<file path="config.mk">
export PLATFORM = sky130hd
export DESIGN_NAME = gf2_polynomial_remainder
export DESIGN_NICKNAME = d
export VERILOG_FILES = /design/src/hw/rtl/gpr_pkg.sv /design/src/hw/rtl/gpr_ctrl.sv /design/src/hw/rtl/gpr_datapath.sv /design/src/hw/rtl/gf2_polynomial_remainder.sv
export SDC_FILE = /design/constraint.sdc
export NUM_CORES = 1
export LEC_CHECK = 0
export BUFFER_PORTS_ARGS = -buffer_cell sky130_fd_sc_hd__buf_2
export CAP_MARGIN = 15
export CORE_MARGIN = 2
export CORE_UTILIZATION = 30
export CTS_CLUSTER_DIAMETER = 100
export DETAILED_ROUTE_END_ITERATION = 7
export PLACE_DENSITY = 0.5
export SYNTH_ARGS = -nofsm -noshare
export SYNTH_HDL_FRONTEND = slang
export SYNTH_SLANG_ARGS = --single-unit
</file>
<file path="constraint.sdc">
create_clock -name clk -period 4.1 [get_ports clk]
set_input_delay 1.025 -clock clk [delete_from_list [all_inputs] [get_ports clk]]
set_output_delay 1.025 -clock clk [all_outputs]
set_load 0.005 [all_outputs]
</file>
<file path="src/hw/rtl/gpr_pkg.sv">
// ----------------------------------------------------------------------------
// gpr_pkg
// Shared types and constants for the GF(2) polynomial remainder block.
// ----------------------------------------------------------------------------
package gpr_pkg;

  localparam int unsigned GPR_FIELD_W = 32;
  localparam int unsigned GPR_IN_W    = 2 * GPR_FIELD_W;
  localparam int unsigned GPR_USER_W  = 2;

  typedef enum logic [1:0] {
    ST_IDLE,
    ST_NORM,
    ST_RED,
    ST_DONE
  } gpr_state_t;

  // controller -> datapath
  typedef struct packed {
    logic load;
    logic norm;
    logic red;
    logic done;
  } gpr_cmd_t;

  // datapath -> controller
  typedef struct packed {
    logic div_zero;
    logic div_msb;
    logic cnt_zero;
    logic out_free;
  } gpr_stat_t;

endpackage

</file>
<file path="src/hw/rtl/gpr_ctrl.sv">
// ----------------------------------------------------------------------------
// gpr_ctrl
// Sequencer: load, normalise divisor, reduce remainder, hand over result.
// ----------------------------------------------------------------------------
module gpr_ctrl (
  input  logic              clk,
  input  logic              rst_n,
  input  logic              in_tvalid,
  output logic              in_tready,
  input  gpr_pkg::gpr_stat_t stat,
  output gpr_pkg::gpr_cmd_t  cmd
);
  import gpr_pkg::*;

  gpr_state_t state_r;
  gpr_state_t state_nxt;

  always_ff @(posedge clk) begin
    if (!rst_n) begin
      state_r <= ST_IDLE;
    end else begin
      state_r <= state_nxt;
    end
  end

  always_comb begin
    state_nxt = state_r;
    unique case (state_r)
      ST_IDLE: begin
        if (in_tvalid) state_nxt = ST_NORM;
      end
      ST_NORM: begin
        if (stat.div_zero) state_nxt = ST_DONE;
        else if (stat.div_msb) state_nxt = ST_RED;
      end
      ST_RED: begin
        if (stat.cnt_zero) state_nxt = ST_DONE;
      end
      ST_DONE: begin
        if (stat.out_free) state_nxt = ST_IDLE;
      end
      default: state_nxt = ST_IDLE;
    endcase
  end

  always_comb begin
    cmd       = '0;
    in_tready = 1'b0;
    unique case (state_r)
      ST_IDLE: begin
        in_tready = 1'b1;
        cmd.load  = in_tvalid;
      end
      ST_NORM: begin
        cmd.norm = !stat.div_zero && !stat.div_msb;
      end
      ST_RED: begin
        cmd.red = 1'b1;
      end
      ST_DONE: begin
        cmd.done = stat.out_free;
      end
      default: begin
        cmd = '0;
      end
    endcase
  end

endmodule

</file>
<file path="src/hw/rtl/gpr_datapath.sv">
// ----------------------------------------------------------------------------
// gpr_datapath
// Remainder and divisor registers, bit-serial shift/XOR unit, output register.
// ----------------------------------------------------------------------------
module gpr_datapath #(
  parameter int unsigned POLY_WIDTH = 32
) (
  input  logic                                   clk,
  input  logic                                   rst_n,
  input  logic [gpr_pkg::GPR_FIELD_W-1:0]        dividend,
  input  logic [gpr_pkg::GPR_FIELD_W-1:0]        divisor,
  input  gpr_pkg::gpr_cmd_t                      cmd,
  output gpr_pkg::gpr_stat_t                     stat,
  output logic                                   out_tvalid,
  input  logic                                   out_tready,
  output logic [gpr_pkg::GPR_FIELD_W-1:0]        remainder,
  output logic                                   divisible,
  output logic                                   zero_divisor
);
  import gpr_pkg::*;

  localparam int unsigned W  = POLY_WIDTH;
  localparam int unsigned CW = $clog2(W);

  logic [W-1:0]  rem_r;
  logic [W-1:0]  dsh_r;
  logic [CW-1:0] cnt_r;
  logic [CW-1:0] top_r;
  logic          divz_r;
  logic [W-1:0]  div_in;

  logic                   out_valid_r;
  logic [GPR_FIELD_W-1:0] out_rem_r;
  logic                   out_divisible_r;
  logic                   out_zd_r;

  assign div_in = W'(divisor);

  // normalise: shift divisor up until its top bit is set, counting shifts;
  // reduce: walk the aligned divisor back down, XORing where rem has the bit
  always_ff @(posedge clk) begin
    if (cmd.load) begin
      rem_r  <= W'(dividend);
      dsh_r  <= div_in;
      divz_r <= (div_in == '0);
      cnt_r  <= '0;
      top_r  <= CW'(W - 1);
    end else if (cmd.norm) begin
      dsh_r <= {dsh_r[W-2:0], 1'b0};
      cnt_r <= cnt_r + 1'b1;
    end else if (cmd.red) begin
      if (rem_r[top_r]) rem_r <= rem_r ^ dsh_r;
      dsh_r <= {1'b0, dsh_r[W-1:1]};
      cnt_r <= cnt_r - 1'b1;
      top_r <= top_r - 1'b1;
    end
  end

  always_ff @(posedge clk) begin
    if (!rst_n) begin
      out_valid_r <= 1'b0;
    end else if (cmd.done) begin
      out_valid_r <= 1'b1;
    end else if (out_tready) begin
      out_valid_r <= 1'b0;
    end
  end

  always_ff @(posedge clk) begin
    if (cmd.done) begin
      out_rem_r       <= GPR_FIELD_W'(rem_r);
      out_divisible_r <= !divz_r && (rem_r == '0);
      out_zd_r        <= divz_r;
    end
  end

  assign stat.div_zero = divz_r;
  assign stat.div_msb  = dsh_r[W-1];
  assign stat.cnt_zero = (cnt_r == '0);
  assign stat.out_free = !out_valid_r || out_tready;

  assign out_tvalid   = out_valid_r;
  assign remainder    = out_rem_r;
  assign divisible    = out_divisible_r;
  assign zero_divisor = out_zd_r;

endmodule

</file>
<file path="src/hw/rtl/gf2_polynomial_remainder.sv">
// ----------------------------------------------------------------------------
// gf2_polynomial_remainder
// Remainder of a polynomial division over GF(2), one bit position a cycle.
// ----------------------------------------------------------------------------
// Throughput: one request at a time; set by the single shift/XOR unit, which
//   first normalises the divisor and then reduces, one bit per cycle each.
// A result waits in the output register while the next request is taken.
// Reset: synchronous, active low; clears sequencer and output valid only.
module gf2_polynomial_remainder #(
  parameter int unsigned POLY_WIDTH = 32
) (
  input  logic                             clk,
  input  logic                             rst_n,
  input  logic                             in_tvalid,
  output logic                             in_tready,
  input  logic [gpr_pkg::GPR_IN_W-1:0]     in_tdata,   // dividend[31:0], divisor[63:32]
  output logic                             out_tvalid,
  input  logic                             out_tready,
  output logic [gpr_pkg::GPR_FIELD_W-1:0]  out_tdata,  // remainder[31:0]
  output logic [gpr_pkg::GPR_USER_W-1:0]   out_tuser   // divisible[0], zero_divisor[1]
);
  import gpr_pkg::*;

  gpr_cmd_t  cmd;
  gpr_stat_t stat;
  logic      divisible;
  logic      zero_divisor;

  gpr_ctrl u_ctrl (
    .clk       (clk),
    .rst_n     (rst_n),
    .in_tvalid (in_tvalid),
    .in_tready (in_tready),
    .stat      (stat),
    .cmd       (cmd)
  );

  gpr_datapath #(
    .POLY_WIDTH (POLY_WIDTH)
  ) u_datapath (
    .clk          (clk),
    .rst_n        (rst_n),
    .dividend     (in_tdata[GPR_FIELD_W-1:0]),
    .divisor      (in_tdata[GPR_IN_W-1:GPR_FIELD_W]),
    .cmd          (cmd),
    .stat         (stat),
    .out_tvalid   (out_tvalid),
    .out_tready   (out_tready),
    .remainder    (out_tdata),
    .divisible    (divisible),
    .zero_divisor (zero_divisor)
  );

  assign out_tuser = {zero_divisor, divisible};

  a_flags_excl: assert property (@(posedge clk) disable iff (!rst_n)
    out_tvalid |-> !(divisible && zero_divisor))
    else $error("divisible and zero_divisor both set");

  a_div_rem_zero: assert property (@(posedge clk) disable iff (!rst_n)
    (out_tvalid && divisible) |-> (out_tdata == '0))
    else $error("divisible with nonzero remainder");

  a_one_request: assert property (@(posedge clk) disable iff (!rst_n)
    (in_tvalid && in_tready) |=> !in_tready)
    else $error("second request taken while busy");

  a_done_free: assert property (@(posedge clk) disable iff (!rst_n)
    cmd.done |-> (!out_tvalid || out_tready))
    else $error("result overwritten before taken");

endmodule

</file>
* Word-level counts from Yosys, hierarchy flattened
Cells that the tools add are included.
** Storage, ports and cells
- Output and inout port bits :: 36
- Input bits :: 68
- Flip-flop bits (word level) :: 112
- Logic and storage cells :: 66
** Cells by class
- Add/subtract/negate cells :: 3
- Bitwise operators :: 2
- Reductions and logical operators :: 18
- Eq/ne operators :: 8
- Muxes and demuxes :: 24
- Magnitude comparators :: 1
** Operators with widths (count)
- $mux W32 :: 7
- $logic_not A32 Y1 :: 2
- $xor A32 B32 Y32 :: 1
- $mux W2 :: 5
- $mux W5 :: 2
- $sub A5 B1 Y5 const B :: 2
- $mux W1 :: 8
- $pmux W2 S4 :: 1
- $reduce_bool A2 Y1 :: 4
- $lt A5 B6 Y1 const B :: 1
- $add A5 B1 Y5 const B :: 1
- $bmux W1 S5 :: 1
- $logic_not A5 Y1 :: 1
- $eq A2 B2 Y1 const B :: 2
- $ne A2 B1 Y1 const B :: 2
- $ne A2 B2 Y1 const B :: 2
- $reduce_and A4 Y1 :: 1
- $logic_not A1 Y1 :: 3
- $ne A3 B1 Y1 const B :: 1
- $reduce_and A3 Y1 :: 1
- $reduce_bool A3 Y1 :: 1
- $eq A2 B1 Y1 const B :: 1
- $logic_and A1 B1 Y1 :: 2
- $logic_not A2 Y1 :: 1
- other kinds (3) :: 3

* Longest topological paths before layout
Gate-level depths: netlist of run 1.
- Depth after elaboration :: 6
- Depth in mapped cells :: 11
- Depth with buffers taken out :: 9

* Modules after synthesis
From an unflattened synthesis of run 1, not the netlist that was laid out.
** Second synthesis, totals
- Cells, all modules :: 450
- Area, all modules :: 5474.0 um^2
** Modules (own cells, without submodules)
- gpr_datapath :: instances 1, cells each 426, area each 5251.3 um^2, seq. area each 3193.1 um^2
- gpr_ctrl :: instances 1, cells each 22, area each 207.7 um^2, seq. area each 40.0 um^2
- gf2_polynomial_remainder :: instances 1, cells each 2, area each 15.0 um^2, seq. area each 0.0 um^2

* Least setup slack after synthesis of run 1
OpenSTA, ideal clock, no wires.
- Kind :: input -> register
- From :: input port out_tready
- To :: register u_datapath.out_divisible_r (netlist: u_datapath.divisible), enable pin
- Data arrival time :: 3.588 ns
- Cell stages on the path :: 2
- Library setup time :: 0.477 ns
- Slack :: 0.034 ns
- Data required time :: 3.623 ns
- Path buffers :: 0
- Path through :: inv_1 a21boi_0
** RTL lines
- start, declared :: RTL line gf2_polynomial_remainder.sv:18 : input logic out_tready,
- end signal, assigned :: RTL line gpr_datapath.sv:72 : out_divisible_r <= !divz_r && (rem_r == '0);
- end, declared :: RTL line gpr_datapath.sv:34 : logic out_divisible_r;

* Final worst setup path of run 1
- From :: register u_datapath.top_r[0]
- To :: register u_datapath.rem_r[11], enable pin
** On the way
- Word-level cells in the longest chain between the ends :: 4
** RTL lines
- start, declared :: RTL line gpr_datapath.sv:28 : logic [CW-1:0] top_r;
- start signal, assigned :: RTL line gpr_datapath.sv:47 : top_r <= CW'(W - 1);
- start signal, assigned :: RTL line gpr_datapath.sv:55 : top_r <= top_r - 1'b1;
- $bmux W1 S5 :: RTL line gpr_datapath.sv:52 : if (rem_r[top_r]) rem_r <= rem_r ^ dsh_r;
- $mux W1 (implied by the code) :: RTL line gpr_datapath.sv:52
- $reduce_bool A2 Y1 (no source line)
- $reduce_and A3 Y1 (no source line)
- end signal, assigned :: RTL line gpr_datapath.sv:43 : rem_r <= W'(dividend);
- end signal, assigned :: RTL line gpr_datapath.sv:52
- end, declared :: RTL line gpr_datapath.sv:25 : logic [W-1:0] rem_r;
Every way passes these cells. The select of a mux whose other input is x is not followed.
A chain may end at the register's enable or synchronous reset.

==> impl_metrics.py, run 1 <==
metrics = {
    "status": {
        "outcome": "finished, final reports clean",
    },
    "synthesis": {
        "synthSimpleGateAreaFrac": 0.1505,
        "netlist_area_sq_um": 5430,
        "syn_area_per_cell_sq_um": 11.17,
        "synth_top_family_by_area": "simple AND/OR/NAND/NOR gates",
        "synth_seq_cells": 112,
        "synth_edf_count": 99,
        "synthArstFlopShare": 0,
        "synth_area_leader_cell": "edfxtp_1",
        "synth_cells": 486,
        "synth_top_area_frac": 0.5475,
        "synthAdderAreaFrac": 0.01843,
        "synthXorXnorAreaFrac": 0.06290,
        "synth-main-ff-cell": "edfxtp_1",
        "synth-compound-area-share": 0.1039,
        "ys_seq_area_frac": 0.5954,
        "synth_mux_area_frac": 0.03871,
        "yosys.cell_types.count": 46,
        "syn_nets": 562,
        "ys_warn_count": 0,
        "ys_top_cells_by_area": "edfxtp_1 55%, nand2_1 7.3%, xnor2_1 5.5%",
    },
    "clock_network": {
        "ctsHoldBuffers": 0,
        "clock_path_buffers": 2,
        "cts_tree": "built",
        "clock-sinks": 112,
        "post_cts_buffers": 0,
        "cts_buffers": 9,
        "path_clk_slew_ps": 70,
        "cts-resized-gates": 0,
        "clock_latency_ps": 360,
        "cts-root-buf": "clkbuf_16",
        "htree_levels": 3,
    },
    "job": {
        "maxCapViolCount": 0,
    },
    "setup_path": {
        "path_class": "reg2reg",
        "cp_data_arrival_time_ps": 2820,
        "rr_startpoint": "u_datapath.top_r[0]",
        "worstSetupEndpointType": "register",
        "worstPathMaxFanout": 20,
        "startpoint_type": "register",
        "critPathLaunch": "u_datapath.top_r[0]",
        "required_ps": 4140,
    },
    "grt": {
        "grt_pass1_wl_um": 22600,
        "grt-busiest-layer": "met2",
        "use_met2": 0.2374,
        "grt_overflow": 0,
        "grt_use_met3": 0.03453,
        "antenna_found_initial": 0,
        "grt_pass1_vias": 4078,
        "grt_usage": 0.1495,
        "met1_usage": 0.2074,
        "grt_max_degree": 75,
    },
    "power_and_ir_drop": {
        "p_per_area_nw_per_um2": 781.3,
        "power_w": 0.005069,
        "max-vdd-ir-drop_mv": 0.3305,
        "p_comb_frac": 0.329,
        "intPower_w": 0.003211,
        "switching_share": 0.3666,
        "p_leak_nw": 2.404,
        "switchingPower_w": 0.001858,
        "pwr-share-clk": 0.176,
        "pwr-share-seq": 0.495,
    },
    "floorplanning": {
        "io-pin-count": 104,
        "initial_utilization": 0.3044,
        "core_region_area_sq_um": 17840,
        "fp.dieH_um": 138.5,
        "die_w_um": 138.5,
        "die_area_sq_um": 19190,
        "fp-row-count": 49,
    },
    "timing": {
        "setup_violations": 0,
        "finalHoldViolCount": 0,
        "worst_pin_slew_ps": 747.3,
        "whs_ps": 521.5,
        "finalCritPeriodShare": 0.6791,
        "timing.fmax_mhz": 359.1,
        "slew_headroom": 0.5018,
        "final.setup_skew_ps": 8.495,
        "grt_setup_unrepaired": "false",
        "slew_violations": 0,
        "min_period_ps": 2784,
        "fin_tns_setup_ps": 0,
    },
    "layout": {
        "layout-drive-gt1-share": 0.2350,
        "syn2layout_area_growth_pct": 19.47,
        "layout.nets": 654,
        "num-fill-cells": 1820,
        "fin_cells": 812,
        "antenna_cells": 0,
    },
    "routing": {
        "wl_um": 14100,
        "drc": 0,
        "vias_per_cell": 4.917,
        "drtPass1Iterations": 5,
        "wl_per_cell_um": 17.36,
        "via_count": 3993,
        "drt_iter0_drc": 277,
        "ant_nets": 0,
    },
    "min_path": {
        "holdCritPathClass": "reg2reg",
        "hold_start": "u_datapath.cnt_r[4]",
    },
    "place": {
        "place_inst": 796,
        "gp_congestion": 0.8374,
        "hpwl_um": 10310,
        "io_buffers": 103,
    },
}
## logic make-up (layout without fill, tap and decap cells)
group | count (synthesis) | in the layout
buf+inv | 39 | 136
fa+ha+maj | 8 | 8
simple gates | 189 | 189
xor+xnor | 39 | 39
compound gates | 88 | 88
flops | 112 | 112
mux | 11 | 11
## placed cells by master (no fill, tap or decap), types with 2 or more instances in the layout
cell type,netlist,final
nand2_1,106,105
inv_1,9,8
o211ai_1,2,2
nand4_1,5,5
a31oi_1,30,30
xor2_1,5,5
nor2b_1,2,2
buf_2,2,103
o21ai_0,36,36
nor4_1,19,19
mux4_1,5,5
clkbuf_16,0,9
a311o_1,2,2
nor3_1,3,3
nand3_1,4,4
buf_4,2,8
edfxtp_1,99,99
mux2i_1,3,3
or3_1,3,3
dfxtp_1,13,13
a21oi_1,7,7
ha_1,8,8
nor2_1,40,40
xnor2_1,34,34
clkinvlp_4,0,2
inv_6,0,2
## layer usage
metal  part of all wire  vias to the layer above
li1                   -                     1956
met4              0.011                        0
met5                  0                        -
met1               0.47                     1906
met3              0.049                        9
met2               0.47                      122
## area by class of cell
| cell class | instances | area, sq um | share of cell area |
|---|---|---|---|
| tap | 229 | 286.5 | 0.04417 |
| timing repair buffer | 111 | 575.6 | 0.08872 |
| clock buffer | 10 | 229.0 | 0.03529 |
| multi-input combinational | 335 | 2063 | 0.3180 |
| sequential | 112 | 3233 | 0.4984 |
| inverter | 9 | 33.78 | 0.005207 |
| clock inverter | 6 | 66.31 | 0.01022 |
## through the flow
| stage | setup slack [ps] | instance area (sq um) | utilization |
|---|---|---|---|
| 2_1_floorplan | 34.38 | 5430 | - |
| 3_3_place_gp | 954.7 | 6192 | 0.3471 |
| 3_5_place_dp | 923.6 | 6192 | 0.3471 |
| 4_1_cts | 1295 | 6487 | 0.3636 |
| 5_1_grt | 1076 | 6487 | 0.3636 |
| 6_report | 1316 | 6487 | 0.3636 |
## cell usage after synthesis, types with 3 or more instances
cell and count:
a31oi_1 30, nand4_1 5, inv_1 9, nand3_1 4, mux2i_1 3, xnor2_1 34
nand2_1 106, or3_1 3, nor3_1 3, o21ai_0 36, edfxtp_1 99, buf_1 5
a21oi_1 7, nor2_1 40, mux4_1 5, clkbuf_1 20, dfxtp_1 13, xor2_1 5
ha_1 8, nor4_1 19
## sequential cells by signal, summed over array words and instances (netlist names)
register	cells
u_datapath.dsh_r	32
u_datapath.rem_r	32
u_datapath.remainder	32
u_datapath.cnt_r	5
u_datapath.top_r	5
u_ctrl.state_r	2
u_datapath.divisible	1
u_datapath.divz_r	1
u_datapath.out_tvalid	1
u_datapath.zero_divisor	1
## critical path, stage by stage (launching register included)
cell and delay [ps]:
dfxtp_1 640, inv_1 170, nor4_1 400, nor4_1 140, a221oi_4 700, buf_4 410
## worst paths after layout
| check | endpoint | slack, ps | depth (start not counted) |
|---|---|---|---|
| worst max-delay path | u_datapath.rem_r[11] | 1320 | 5 |
| worst min-delay path | u_datapath.cnt_r[4] | 520 | 2 |
| worst max register to register | u_datapath.rem_r[11] | 1320 | 5 |
| worst min register to register | u_datapath.cnt_r[4] | 520 | 2 |
## power groups by stage
stage,logic [W],registers (W),clock network (W)
6_report,0.00167,0.00251,0.000894
5_1_grt,0.00190,0.00257,0.000959
4_1_cts,0.00169,0.00251,0.000919
3_5_place_dp,0.00169,0.00253,0
3_3_place_gp,0.00165,0.00252,0
2_1_floorplan,0.00127,0.00233,0
(Power assumes the default switching activity.)
==> run 2: changes to the inputs <==
--- a/config.mk
+++ b/config.mk
@@ -11,7 +11,7 @@
 export CORE_UTILIZATION = 30
 export CTS_CLUSTER_DIAMETER = 100
 export DETAILED_ROUTE_END_ITERATION = 7
-export PLACE_DENSITY = 0.5
+export PLACE_DENSITY = 0.49
 export SYNTH_ARGS = -nofsm -noshare
 export SYNTH_HDL_FRONTEND = slang
 export SYNTH_SLANG_ARGS = --single-unit
==> constraint.sdc (replaced) <==
create_clock -name clk -period 2.7 [get_ports clk]
set_input_delay 0.675 -clock clk [delete_from_list [all_inputs] [get_ports clk]]
set_output_delay 0.675 -clock clk [all_outputs]
set_load 0.005 [all_outputs]
==> run 2 against run 1 <==
  * Flip-flop and latch count unchanged
  * Global-route usage increased by 0.33 points
  * Routed wire length is 3.3% higher
  * Final area up 0.89%
  * Total power up 53%
  * Highest routed layer unchanged
  * Largest power group unchanged
  * Non-clock buffer count is 7 higher
  * Cell count increased by 0.86%
  * Largest cell class unchanged
  * Die area did not move
  * Clock power up 39%
  * Clock skew shrank 1.5 ps
==> impl_metrics.py, run 2 (synthesis results as in run 1) <==
metrics = {
    "grt": {
        "antenna_found_initial": 0,
        "grt_pass1_vias": 4180,
        "grt_overflow": 0,
        "grt_max_degree": 75,
        "grt_usage": 0.1528,
        "grt_pass1_wl_um": 23110,
    },
    "timing": {
        "whs_ps": 518.1,
        "worst_pin_slew_ps": 709.0,
        "timing.fmax_mhz": 393.7,
        "finalCritPeriodShare": 0.9408,
        "slew_violations": 0,
        "setup_violations": 0,
        "fin_tns_setup_ps": 0,
        "grt_setup_unrepaired": "false",
        "min_period_ps": 2540,
        "finalHoldViolCount": 0,
        "final.setup_skew_ps": 6.997,
        "slew_headroom": 0.5273,
    },
    "clock_network": {
        "ctsHoldBuffers": 0,
        "cts-root-buf": "clkbuf_16",
        "clock-sinks": 112,
        "htree_levels": 3,
        "cts_tree": "built",
        "clock_latency_ps": 360,
        "path_clk_slew_ps": 70,
        "clock_path_buffers": 2,
        "cts_buffers": 9,
    },
    "floorplanning": {
        "fp-row-count": 49,
        "die_w_um": 138.5,
        "die_area_sq_um": 19190,
        "core_region_area_sq_um": 17840,
        "fp.dieH_um": 138.5,
        "io-pin-count": 104,
        "initial_utilization": 0.3044,
    },
    "power_and_ir_drop": {
        "p_per_area_nw_per_um2": 1183,
        "p_comb_frac": 0.350,
        "pwr-share-clk": 0.160,
        "switchingPower_w": 0.002846,
        "p_leak_nw": 2.433,
        "power_w": 0.007743,
        "pwr-share-seq": 0.490,
        "intPower_w": 0.004897,
        "max-vdd-ir-drop_mv": 0.4127,
        "switching_share": 0.3676,
    },
    "routing": {
        "via_count": 4095,
        "drc": 0,
        "ant_nets": 0,
        "drtPass1Iterations": 4,
        "drt_iter0_drc": 334,
        "wl_um": 14570,
        "vias_per_cell": 5.000,
        "wl_per_cell_um": 17.78,
    },
    "place": {
        "gp_congestion": 0.8034,
        "io_buffers": 103,
        "hpwl_um": 10490,
    },
    "min_path": {
        "holdCritPathClass": "reg2reg",
        "hold_depth": 2,
    },
    "layout": {
        "seq_area_sq_um": 3233,
        "final_common_cell": "nand2_1",
        "num-fill-cells": 1786,
        "syn2layout_area_growth_pct": 20.53,
        "antenna_cells": 0,
        "layout-drive-gt1-share": 0.2390,
        "final_cell_mix": "105 x nand2_1, 103 x buf_2, 99 x edfxtp_1",
        "final_util": 0.3669,
        "layout.nets": 661,
        "multi_input_area_sq_um": 2063,
    },
    "setup_path": {
        "crit_family": "multiplexers",
        "crit_top_cell": "buf_12",
        "critical_path_depth": 6,
        "required_ps": 2820,
        "worstPathMaxFanout": 20,
        "path_cells": "mux4_1, mux2_4, a2111oi_4, a221oi_4, buf_12, buf_12",
        "critPathMaxStageDelay_ps": 610,
        "startpoint_type": "register",
        "cp_slowest_cell": "mux4_1",
        "path_class": "reg2reg",
        "path_buf_inv": 2,
        "reg2reg_depth": 6,
        "worstSetupEndpointType": "register",
        "cp_data_arrival_time_ps": 2660,
    },
    "status": {
        "outcome": "finished, final reports clean",
    },
    "job": {
        "maxCapViolCount": 0,
    },
}
-- run 2: changes by cell type in the layout (fill, tap and decap cells not counted), sizes merged --
cell and change:
buf +7, clkbuf +3, inv -2, bufinv -1
-- run 2: area by class of cell --
class | instances | area share
tap | 229 | 0.04378
clock inverter | 3 | 0.002868
timing repair buffer | 118 | 0.1023
inverter | 9 | 0.005162
clock buffer | 13 | 0.03670
sequential | 112 | 0.4940
multi-input combinational | 335 | 0.3152
-- run 2: worst register-to-register path: stages (launching register included) --
cell       delay [ps]
dfxtp_1           590
mux4_1            610
mux2_4            300
a2111oi_4         400
a221oi_4           70
buf_12            180
buf_12            160
-- run 2: per-stage QoR --
step / area, sq um / instances / setup WS, ps
final: 6545 / 819 / 159.8
after global routing: 6545 / 819 / 34.97
after CTS: 6486 / 815 / 125.8
after detailed placement: 6227 / 799 / 147.6
after global placement: 6227 / 799 / 184.5
after floorplan: 5445 / 486 / 11.25
-- run 2: timing repair --
action	4_1_cts	5_1_grt
gates resized for setup	0	5
buffers inserted	0	4
setup endpoints to repair	0	22
-- run 2: path summary, 6_finish.rpt --
kind | from | to | slack (ps)
max reg2reg | u_datapath.top_r[0] | u_datapath.rem_r[27] | 160
min reg2reg | u_datapath.cnt_r[4] | u_datapath.cnt_r[4] | 520
min | u_datapath.cnt_r[4] | u_datapath.cnt_r[4] | 520
max | u_datapath.top_r[0] | u_datapath.rem_r[27] | 160
-- run 2: power groups by stage --
stage | sequential, W | clock [W] | combinational, W
after CTS | 0.00379 | 0.00127 | 0.00263
after detailed placement | 0.00383 | 0 | 0.00262
final | 0.00379 | 0.00124 | 0.00271
after global placement | 0.00381 | 0 | 0.00256
after floorplan | 0.00353 | 0 | 0.00196
after global routing | 0.00389 | 0.00133 | 0.00303
-- run 2: per-layer routing --
layer  track usage  vias up  part of all wire
li1              -     1970                 -
met1        0.2114     1985              0.47
met2        0.2394      122              0.46
met3       0.02728       18             0.044
met4       0.06069        0             0.023
met5             0        -                 0
